`src/design/cst_ram.sv`:
```
module cst_ram #(
  parameter int unsigned WIDTH = 8,
  parameter int unsigned DEPTH = 16,
  localparam int unsigned AW = (DEPTH > 1) ? $clog2(DEPTH) : 1
) (
  input  logic             clk_i,
  input  logic             we_i,
  input  logic [AW-1:0]    waddr_i,
  input  logic [WIDTH-1:0] wdata_i,
  input  logic [AW-1:0]    raddr_i,
  output logic [WIDTH-1:0] rdata_o
);

  logic [WIDTH-1:0] mem_q [DEPTH];

  // One write port, one registered read port
  always_ff @(posedge clk_i) begin
    if (we_i) begin
      mem_q[waddr_i] <= wdata_i;
    end
    rdata_o <= mem_q[raddr_i];
  end

endmodule

```
`config.mk`:
```
export PLATFORM = sky130hd
export DESIGN_NAME = cst_ram
export DESIGN_NICKNAME = d
export VERILOG_FILES = /design/src/design/cst_ram.sv
export SDC_FILE = /design/constraint.sdc
export NUM_CORES = 1
export LEC_CHECK = 0
export BUFFER_PORTS_ARGS = -buffer_cell sky130_fd_sc_hd__buf_4
export CAP_MARGIN = 20
export CORE_UTILIZATION = 40
export CTS_CLUSTER_DIAMETER = 50
export DETAILED_ROUTE_END_ITERATION = 8
export PLACE_DENSITY = 0.66
export SETUP_SLACK_MARGIN = 0.15
export SKIP_CTS_REPAIR_TIMING = 1
export SYNTH_ARGS = -nofsm -noshare
export SYNTH_HDL_FRONTEND = slang
export SYNTH_SLANG_ARGS = --single-unit
```
`constraint.sdc`:
```
create_clock -name clk_i -period 5.7 [get_ports clk_i]
set_clock_uncertainty 0.15 [all_clocks]
set_input_delay 0.855 -clock clk_i [delete_from_list [all_inputs] [get_ports clk_i]]
set_output_delay 0.855 -clock clk_i [all_outputs]
set_load 0.05 [all_outputs]
```
== After elaboration in Yosys (flattened, before gate mapping) ==
Memories as Yosys holds them, arrays and structs flattened. A register that Yosys moved wholly into a read port is not among the register bits.
Cells that the tools add are included.
W data, S select, Z words.

* Muxes and demuxes: 2

{| class="wikitable"
|+ Operators with widths
! kind !! count
|-
| $mux W1 || 2
|}

* Flip-flop bits (word level): 0
* Memory bits (writable): 128
* Bits of input ports: 18
* Output and inout port bits: 8
* Word-level logic and storage cells: 3
* Memories kept: 1

{| class="wikitable"
|+ Memories
! name !! depth !! bits a word !! rd ports !! clocked after memory_dff !! write ports !! line !! source
|-
| mem_q || 16 || 8 || 1 || 1 || 1 || 14 || <nowiki>logic [WIDTH-1:0] mem_q [DEPTH];</nowiki>
|}

== Longest topological paths before layout ==
Gate-level depths: netlist (run 1).

* Depth after elaboration: 2
* Mapped depth: 5
* Gate-level depth less buffers: 3

== Worst setup path after synthesis (run 1) ==
No wires, ideal clock.

* Kind: input to register
* Start: input port waddr_i[2]
* End: memory mem_q[0][0], enable pin
* Library setup time: 383 ps
* Data arrival time: 1,965 ps
* Required time: 5,167 ps
* Slack: 3,202 ps
* Stages on the path: 2
* Path buffers: 0
* Cell sequence: or3b_2 > nor3_1

{| class="wikitable"
|+ RTL lines
! item !! line !! source
|-
| from (decl) || 8 || <nowiki>input logic [AW-1:0] waddr_i,</nowiki>
|-
| to (decl) || 14 ||
|}

Straight into the memory's write port.

== Final worst setup path (run 1) ==
* Start: input port waddr_i[2]
* End: memory mem_q[3][3], enable pin

Straight into the memory's write port.

==> impl_results.html, run 1 <==
<table>
<tr><th>Metric</th><th>Value</th></tr>
<tr><th colspan="2">STA</th></tr>
<tr><td>Pins over their slew limit</td><td>0</td></tr>
<tr><td>Slew of the pin with the lowest slew margin</td><td>0.952 ns</td></tr>
<tr><td>Final worst path period need</td><td>2.28 ns</td></tr>
<tr><td>Unrepaired setup endpoints after global routing</td><td>no</td></tr>
<tr><td>Endpoints failing hold</td><td>0</td></tr>
<tr><td>Achievable clock frequency</td><td>438 MHz</td></tr>
<tr><td>Final Worst Setup Slack</td><td>3.42 ns</td></tr>
<tr><td>Worst max-slew margin expressed relative to the limit</td><td>36.3%</td></tr>
<tr><td>TNS Setup</td><td>0 ns</td></tr>
<tr><td>Total of endpoints with negative setup slack in the final report</td><td>0</td></tr>
<tr><td>Final clock period utilization by the worst path</td><td>40.0%</td></tr>
<tr><th colspan="2">Clock tree</th></tr>
<tr><td>CTS tree</td><td>done</td></tr>
<tr><td>Clock buffers created by TritonCTS</td><td>17</td></tr>
<tr><td>Number of clock sinks</td><td>136</td></tr>
<tr><td>Worst skew pair latency</td><td>0.40 ns</td></tr>
<tr><td>CTS HTree Levels</td><td>4</td></tr>
<tr><td>Bufs on Longest Clock Path</td><td>2</td></tr>
<tr><td>Clock-pin slew on the worst setup and hold paths</td><td>0.05 ns</td></tr>
<tr><td>Clock Tree Root</td><td>sky130_fd_sc_hd__clkbuf_16</td></tr>
<tr><th colspan="2">Floorplan</th></tr>
<tr><td>Count of pins on the block boundary</td><td>26</td></tr>
<tr><td>Overall die height</td><td>115 microns</td></tr>
<tr><td>Row count</td><td>41</td></tr>
<tr><td>Total die area</td><td>0.0133 sq mm</td></tr>
<tr><td>Width of the chip</td><td>115 microns</td></tr>
<tr><td>Starting density of the core</td><td>41.0%</td></tr>
<tr><td>Core Box Area</td><td>0.0126 sq mm</td></tr>
<tr><th colspan="2">Synth</th></tr>
<tr><td>Top cell type by total area after synthesis</td><td>sky130_fd_sc_hd__edfxtp_1</td></tr>
<tr><td>Number of cells produced by synthesis</td><td>229</td></tr>
<tr><td>Post-synthesis sequential element count</td><td>136</td></tr>
<tr><td>Unique masters post-synth</td><td>19</td></tr>
<tr><td>Most common flop cell mapped by yosys</td><td>sky130_fd_sc_hd__edfxtp_1</td></tr>
<tr><td>Area share of the leading cell type in the synthesized netlist</td><td>74.7%</td></tr>
<tr><td>Async set-or-reset flop fraction in the synthesized netlist</td><td>0%</td></tr>
<tr><td>Post-synthesis average cell area</td><td>22.5 sq um</td></tr>
<tr><td>Sequential element share of the synthesized area</td><td>77.8%</td></tr>
<tr><td>Mapped Area</td><td>0.00515 sq mm</td></tr>
<tr><td>Leading post-synthesis cells by instance count</td><td>128 x sky130_fd_sc_hd__edfxtp_1, 18 x sky130_fd_sc_hd__mux4_2, 16 x sky130_fd_sc_hd__a22oi_1</td></tr>
<tr><td>Ys Warns</td><td>0</td></tr>
<tr><td>Most instantiated library cell after synthesis</td><td>sky130_fd_sc_hd__edfxtp_1</td></tr>
<tr><td>Total nets after synthesis</td><td>247</td></tr>
<tr><td>Post-synth EDFFs</td><td>128</td></tr>
<tr><td>Leading post-synthesis cells by cell area</td><td>sky130_fd_sc_hd__edfxtp_1 75%, sky130_fd_sc_hd__mux4_2 7.9%, sky130_fd_sc_hd__mux4_1 7.1%</td></tr>
<tr><th colspan="2">Routing</th></tr>
<tr><td>Average wire length per cell after detail routing</td><td>20.5 microns</td></tr>
<tr><td>Post-detailed-routing wire length</td><td>9260 microns</td></tr>
<tr><td>Vias per cell</td><td>5.12</td></tr>
<tr><td>Vias post-DR</td><td>2314</td></tr>
<tr><td>Drc violations</td><td>0</td></tr>
<tr><td>DR pass1 iterations</td><td>4</td></tr>
<tr><td>Count of routing violations after the opening detailed-route iteration</td><td>169</td></tr>
<tr><td>Antenna-violating nets left</td><td>0</td></tr>
<tr><th colspan="2">Worst setup path</th></tr>
<tr><td>Endpoint of the most critical setup path</td><td>mem_q[3][3]</td></tr>
<tr><td>Largest delay share family, worst path</td><td>simple AND/OR/NAND/NOR gates</td></tr>
<tr><td>CP Data Required Time</td><td>5.57 ns</td></tr>
<tr><td>Number of cells traversed by the worst register-to-register path</td><td>3</td></tr>
<tr><td>Largest fanout on the critical path</td><td>8</td></tr>
<tr><td>Data arrival at the endpoint of the critical path</td><td>2.15 ns</td></tr>
<tr><td>Worst stage delay on the critical path</td><td>0.67 ns</td></tr>
<tr><td>Category of the worst setup path launch point</td><td>primary input</td></tr>
<tr><td>Critical path start-end classification</td><td>primary input to flip-flop</td></tr>
<tr><td>Worst setup path startpoint</td><td>waddr_i[2]</td></tr>
<tr><td>Capturing element type of the critical path</td><td>flip-flop</td></tr>
<tr><td>CP Depth</td><td>3</td></tr>
<tr><td>Master of the slowest instance on the critical path</td><td>sky130_fd_sc_hd__nor2_1</td></tr>
<tr><td>Startpoint of the worst-slack reg-to-reg timing path</td><td>mem_q[9][0]</td></tr>
<tr><td>List of cells traversed by the critical path</td><td>buf_4 -&gt; or3b_2 -&gt; nor2_1</td></tr>
<tr><td>Reg-to-reg critical path endpoint</td><td>rdata_o[0]</td></tr>
<tr><td>Register-to-Register Setup Slack</td><td>4.17 ns</td></tr>
<tr><td>Total buffers and inverters traversed by the critical path</td><td>1</td></tr>
<tr><th colspan="2">Global route</th></tr>
<tr><td>Largest net degree at the start of global routing</td><td>33</td></tr>
<tr><td>Total congestion overflow after global routing</td><td>0</td></tr>
<tr><td>M1 GR Usage</td><td>20.4%</td></tr>
<tr><td>GRT met3 Usage</td><td>3.82%</td></tr>
<tr><td>Met2 track demand over resource in global routing</td><td>25.0%</td></tr>
<tr><td>Wire length of the first global-routing pass</td><td>14300 microns</td></tr>
<tr><td>GRT Util Overall</td><td>15.8%</td></tr>
<tr><td>Number of antenna violations at the first check in global routing</td><td>0</td></tr>
<tr><td>Number of global-route vias before repair</td><td>2454</td></tr>
<tr><td>Busiest metal layer after global routing</td><td>met2</td></tr>
<tr><th colspan="2">Cells and area</th></tr>
<tr><td>Post-layout nets</td><td>285</td></tr>
<tr><td>Synth-to-Final Area Change</td><td>17.3%</td></tr>
<tr><td>Layout fillers</td><td>1046</td></tr>
<tr><td>Sequential cell area in the final layout</td><td>0.00400 sq mm</td></tr>
<tr><td>Multi-input gate area in the final layout</td><td>0.00106 sq mm</td></tr>
<tr><td>Count of inserted antenna diode cells</td><td>0</td></tr>
<tr><td>Post-layout utilization of the core</td><td>48.1%</td></tr>
<tr><td>Layout cell share with drive strength beyond 1</td><td>26.4%</td></tr>
<tr><th colspan="2">Power and ir drop</th></tr>
<tr><td>IR Drop Worst-Case VDD</td><td>176 uV</td></tr>
<tr><td>Clock network fraction of total power</td><td>44.1%</td></tr>
<tr><td>Switching Fraction</td><td>19.9%</td></tr>
<tr><td>Part of the power in registers</td><td>50.3%</td></tr>
<tr><td>Final Total Pwr</td><td>0.00224 W</td></tr>
<tr><td>Internal power</td><td>0.00179 W</td></tr>
<tr><td>Power per standard cell area</td><td>370 mW/mm^2</td></tr>
<tr><td>Relative contribution of combinational cells to total power</td><td>5.6%</td></tr>
<tr><td>Net Switching</td><td>0.000445 W</td></tr>
<tr><td>Leakage</td><td>2.01 nW</td></tr>
<tr><th colspan="2">Outcome</th></tr>
<tr><td>Status</td><td>complete, no violations</td></tr>
<tr><th colspan="2">Place</th></tr>
<tr><td>Buffers on Ports</td><td>25</td></tr>
<tr><td>Worst setup slack before clock tree synthesis</td><td>2.72 ns</td></tr>
<tr><td>Detailed placement HPWL</td><td>5640 microns</td></tr>
<tr><td>Gp weighted congestion</td><td>0.723</td></tr>
<tr><th colspan="2">Flow run</th></tr>
<tr><td>Reported max-cap violation count</td><td>0</td></tr>
<tr><th colspan="2">Worst hold path</th></tr>
<tr><td>Hold path depth</td><td>3</td></tr>
<tr><td>Classification of the worst-slack hold path</td><td>flip-flop to flip-flop</td></tr>
</table>
## flip-flops by register name, summed over array words and instances (netlist names)
name	count
mem_q	128
rdata_o	8
## cell type report
class                   instances  share of cell area (%)
flip-flops and latches        136                    66.3
multi-input cells              83                    17.5
clock buffers                  29                    8.78
repair buffers                 29                    3.60
well taps                     172                    3.56
clock inverters                 3                   0.249
## cell families (layout without fill, tap and decap cells)
kind of cell	Yosys count	after routing	synth area share (%)
flip-flops	136	136	77.8
buffers and inverters	10	61	1.68
AND/OR/NAND/NOR	35	35	3.18
AO/OA/AOI/OAI	16	16	2.33
multiplexers	32	32	15.0
## power groups by stage
stage | Clock (W) | Sequential, W | Combinational [W]
3_3_place_gp | 0 | 0.00114 | 0.000126
2_1_floorplan | 0 | 0.00117 | 0.0000568
5_1_grt | 0.00105 | 0.00113 | 0.000136
3_5_place_dp | 0 | 0.00114 | 0.000128
6_report | 0.000985 | 0.00112 | 0.000126
4_1_cts | 0.00100 | 0.00112 | 0.000129
## per-layer routing
layer | vias to the layer above | share of wire (%)
met3 | 5 | 4.8
met1 | 1192 | 42
met4 | 0 | 0.84
met5 | - | 0
li1 | 1053 | -
met2 | 64 | 52
## worst min-delay path by stage
stage	from	endpoint	slack, ns
CTS	mem_q[7][2]	rdata_o[2]	0.52
floorplan	mem_q[7][0]	rdata_o[0]	0.48
finish	mem_q[7][2]	rdata_o[2]	0.52
global route	mem_q[13][1]	rdata_o[1]	0.55
global placement	mem_q[7][2]	rdata_o[2]	0.50
detailed placement	mem_q[7][2]	rdata_o[2]	0.51
## worst reg2reg max path: stages, from the launching register on
cell	delay [ns]
sky130_fd_sc_hd__edfxtp_1	0.38
sky130_fd_sc_hd__mux4_2	0.46
sky130_fd_sc_hd__a22oi_1	0.30
sky130_fd_sc_hd__nand2_1	0.11
## layout by cell type (no fill, tap or decap)
cell type	count
sky130_fd_sc_hd__and2b_1	1
sky130_fd_sc_hd__clkbuf_8	6
sky130_fd_sc_hd__mux4_2	18
sky130_fd_sc_hd__clkbuf_16	17
sky130_fd_sc_hd__clkbuf_1	6
sky130_fd_sc_hd__clkbuf_4	1
sky130_fd_sc_hd__or3b_2	1
sky130_fd_sc_hd__nor2b_1	1
sky130_fd_sc_hd__dfxtp_1	8
sky130_fd_sc_hd__edfxtp_1	128
sky130_fd_sc_hd__a22oi_1	16
sky130_fd_sc_hd__nor2_1	13
sky130_fd_sc_hd__nor3_1	4
sky130_fd_sc_hd__and2_1	1
sky130_fd_sc_hd__nand2_1	9
sky130_fd_sc_hd__nand2b_1	2
sky130_fd_sc_hd__mux4_1	14
sky130_fd_sc_hd__nand3b_1	2
sky130_fd_sc_hd__clkinv_2	3
sky130_fd_sc_hd__nand3_1	1
sky130_fd_sc_hd__buf_4	28
## stage by stage
step	hold slack [ns]	std cells	cell area, sq um
6_report	0.519	452	6040
5_1_grt	0.550	452	6040
4_1_cts	0.522	451	6030
3_5_place_dp	0.510	419	5490
3_3_place_gp	0.497	419	5490
2_1_floorplan	0.479	229	5150
No activity file was read; power rests on OpenSTA's default activity.
==> run 2: changes to the inputs <==
Clock period 5.7 ns to 2.3 ns, I/O delays scaled along.
==> impl_results.html, run 2 (synthesis gave the netlist of run 1 again) <==
<table>
<tr><th>Metric</th><th>Value</th></tr>
<tr><th colspan="2">Worst setup path</th></tr>
<tr><td>Critical path start-end classification</td><td>primary input to flip-flop</td></tr>
<tr><td>Largest fanout on the critical path</td><td>13 (+5)</td></tr>
<tr><td>Capturing element type of the critical path</td><td>flip-flop</td></tr>
<tr><td>Register-to-Register Setup Slack</td><td>0.79 ns (-3.38 ns)</td></tr>
<tr><td>Number of cells traversed by the worst register-to-register path</td><td>3 (unchanged)</td></tr>
<tr><td>Reg-to-reg critical path endpoint</td><td>rdata_o[6]</td></tr>
<tr><td>CP Data Required Time</td><td>2.44 ns (-3.13 ns)</td></tr>
<tr><td>Startpoint of the worst-slack reg-to-reg timing path</td><td>mem_q[3][6]</td></tr>
<tr><td>Category of the worst setup path launch point</td><td>primary input</td></tr>
<tr><td>Data arrival at the endpoint of the critical path</td><td>1.70 ns (-0.45 ns)</td></tr>
<tr><th colspan="2">Routing</th></tr>
<tr><td>Average wire length per cell after detail routing</td><td>20.0 microns (-2.3%)</td></tr>
<tr><td>Drc violations</td><td>0 (unchanged)</td></tr>
<tr><td>Vias per cell</td><td>5.14 (+0.43%)</td></tr>
<tr><td>Vias post-DR</td><td>2396 (+3.5%)</td></tr>
<tr><td>DR pass1 iterations</td><td>4 (unchanged)</td></tr>
<tr><td>Post-detailed-routing wire length</td><td>9320 microns (+0.71%)</td></tr>
<tr><td>Antenna-violating nets left</td><td>0 (unchanged)</td></tr>
<tr><td>Count of routing violations after the opening detailed-route iteration</td><td>201 (+19%)</td></tr>
<tr><th colspan="2">STA</th></tr>
<tr><td>Pins over their slew limit</td><td>0 (unchanged)</td></tr>
<tr><td>Slew of the pin with the lowest slew margin</td><td>0.778 ns (-0.174 ns)</td></tr>
<tr><td>TNS Setup</td><td>0 ns (unchanged)</td></tr>
<tr><td>Worst max-slew margin expressed relative to the limit</td><td>48.0% (+12 points)</td></tr>
<tr><td>Total of endpoints with negative setup slack in the final report</td><td>0 (unchanged)</td></tr>
<tr><td>Achievable clock frequency</td><td>640 MHz</td></tr>
<tr><td>Final clock period utilization by the worst path</td><td>67.9%</td></tr>
<tr><td>Endpoints failing hold</td><td>0 (unchanged)</td></tr>
<tr><td>Final worst path period need</td><td>1.56 ns</td></tr>
<tr><td>Unrepaired setup endpoints after global routing</td><td>no</td></tr>
<tr><th colspan="2">Floorplan</th></tr>
<tr><td>Core Box Area</td><td>0.0126 sq mm (unchanged)</td></tr>
<tr><td>Starting density of the core</td><td>41.0% (unchanged)</td></tr>
<tr><td>Count of pins on the block boundary</td><td>26 (unchanged)</td></tr>
<tr><td>Width of the chip</td><td>115 microns (unchanged)</td></tr>
<tr><td>Overall die height</td><td>115 microns (unchanged)</td></tr>
<tr><td>Row count</td><td>41 (unchanged)</td></tr>
<tr><td>Total die area</td><td>0.0133 sq mm (unchanged)</td></tr>
<tr><th colspan="2">Global route</th></tr>
<tr><td>Number of antenna violations at the first check in global routing</td><td>0 (unchanged)</td></tr>
<tr><td>Total congestion overflow after global routing</td><td>0 (unchanged)</td></tr>
<tr><td>GRT Util Overall</td><td>15.8% (-0.050 points)</td></tr>
<tr><td>Number of global-route vias before repair</td><td>2532 (+3.2%)</td></tr>
<tr><td>Largest net degree at the start of global routing</td><td>33 (unchanged)</td></tr>
<tr><td>Wire length of the first global-routing pass</td><td>14500 microns (+1.5%)</td></tr>
<tr><th colspan="2">Cells and area</th></tr>
<tr><td>Post-route design area</td><td>0.00620 sq mm (+2.7%)</td></tr>
<tr><td>Most flops, register</td><td>mem_q</td></tr>
<tr><td>Flip-flop count of the largest register after layout</td><td>128 (unchanged)</td></tr>
<tr><td>Commonest non-fill, non-tap cell in the layout</td><td>sky130_fd_sc_hd__edfxtp_1</td></tr>
<tr><td>Layout cell share with drive strength beyond 1</td><td>30.3% (+3.8 points)</td></tr>
<tr><td>Post-layout nets</td><td>300 (+5.3%)</td></tr>
<tr><td>Leading registers by flop count</td><td>mem_q: 128 flops, rdata_o: 8 flops</td></tr>
<tr><td>Count of inserted antenna diode cells</td><td>0 (unchanged)</td></tr>
<tr><td>Layout fillers</td><td>1008 (-3.6%)</td></tr>
<tr><td>Most frequent cells in the layout</td><td>128 x sky130_fd_sc_hd__edfxtp_1, 42 x sky130_fd_sc_hd__buf_4, 18 x sky130_fd_sc_hd__mux4_2</td></tr>
<tr><td>Synth-to-Final Area Change</td><td>20.5%</td></tr>
<tr><th colspan="2">Place</th></tr>
<tr><td>Buffers on Ports</td><td>25 (unchanged)</td></tr>
<tr><td>Gp weighted congestion</td><td>0.705 (-2.5%)</td></tr>
<tr><td>Post-detailed-placement cell area</td><td>0.00563 sq mm (+2.6%)</td></tr>
<tr><td>Detailed placement HPWL</td><td>5890 microns (+4.5%)</td></tr>
<tr><th colspan="2">Power and ir drop</th></tr>
<tr><td>Power per standard cell area</td><td>924 mW/mm^2 (+150%)</td></tr>
<tr><td>Leakage</td><td>2.10 nW (+4.6%)</td></tr>
<tr><td>IR Drop Worst-Case VDD</td><td>528 uV (+200%)</td></tr>
<tr><th colspan="2">Clock tree</th></tr>
<tr><td>Bufs on Longest Clock Path</td><td>2 (unchanged)</td></tr>
<tr><td>Number of clock sinks</td><td>136 (unchanged)</td></tr>
<tr><td>Clock Tree Root</td><td>sky130_fd_sc_hd__clkbuf_16</td></tr>
<tr><td>Clock buffers created by TritonCTS</td><td>17 (unchanged)</td></tr>
<tr><td>Worst skew pair latency</td><td>0.41 ns (about the same)</td></tr>
<tr><td>Clock-pin slew on the worst setup and hold paths</td><td>0.05 ns (about the same)</td></tr>
<tr><td>CTS HTree Levels</td><td>4 (unchanged)</td></tr>
<tr><td>CTS tree</td><td>done</td></tr>
<tr><th colspan="2">Worst hold path</th></tr>
<tr><td>Hold Crit Endpoint</td><td>mem_q[12][5]</td></tr>
<tr><td>Origin of the worst min-delay path</td><td>wdata_i[5]</td></tr>
<tr><td>Classification of the worst-slack hold path</td><td>primary input to flip-flop</td></tr>
<tr><td>Hold path depth</td><td>1 (-2)</td></tr>
<tr><th colspan="2">Outcome</th></tr>
<tr><td>Status</td><td>complete, no violations</td></tr>
<tr><th colspan="2">Flow run</th></tr>
<tr><td>Reported max-cap violation count</td><td>0 (unchanged)</td></tr>
</table>
[run 2: worst max path at each step]
stage | start | end | slack (ns) | depth (start not counted)
after global routing | raddr_i[0] | rdata_o[4] | 0.67 | 5
final | raddr_i[0] | rdata_o[5] | 0.74 | 5
after floorplan | waddr_i[2] | mem_q[0][0] | 0.31 | 2
after global placement | raddr_i[0] | rdata_o[4] | 0.30 | 5
after detailed placement | raddr_i[0] | rdata_o[4] | 0.29 | 5
after CTS | raddr_i[0] | rdata_o[0] | 0.72 | 5
[run 2: final cells by class]
class	count	area (sq um)	share of cell area (%)
flip-flops and latches	136	4000	64.6
clock buffers	21	440	7.10
clock inverters	10	129	2.08
multi-input cells	83	1060	17.0
well taps	172	215	3.47
repair buffers	44	355	5.73
[run 2: layer usage]
metal	vias to the layer above	share of wire, %	GRT usage, %
met3	12	7.0	4.86
li1	1078	-	-
met1	1217	41	20.6
met2	89	50	24.5
met4	0	1.8	7.10
met5	-	0	0
[run 2: through the flow]
step	power [W]	setup slack, ns	hold slack, ns	std cells	util (%)
6_report	0.00573	0.737	0.0902	466	49.3
5_1_grt	0.00590	0.671	0.0949	466	49.3
4_1_cts	0.00577	0.719	0.0786	466	49.3
3_5_place_dp	0.00317	0.290	0.507	435	44.8
3_3_place_gp	0.00316	0.302	0.501	435	44.8
2_1_floorplan	0.00303	0.312	0.294	229	-
[run 2: power breakdown]
part	internal [W]	switching (W)	total, W
registers	0.00277	0.0000169	0.00279
clock network	0.00168	0.000931	0.00262
logic	0.000130	0.000193	0.000323
[run 2: critical path: stages]
cell                      delay (ns)
sky130_fd_sc_hd__buf_4          0.21
sky130_fd_sc_hd__buf_12         0.20
sky130_fd_sc_hd__mux4_1         0.56
sky130_fd_sc_hd__a22oi_1        0.30
sky130_fd_sc_hd__nand2_1        0.09
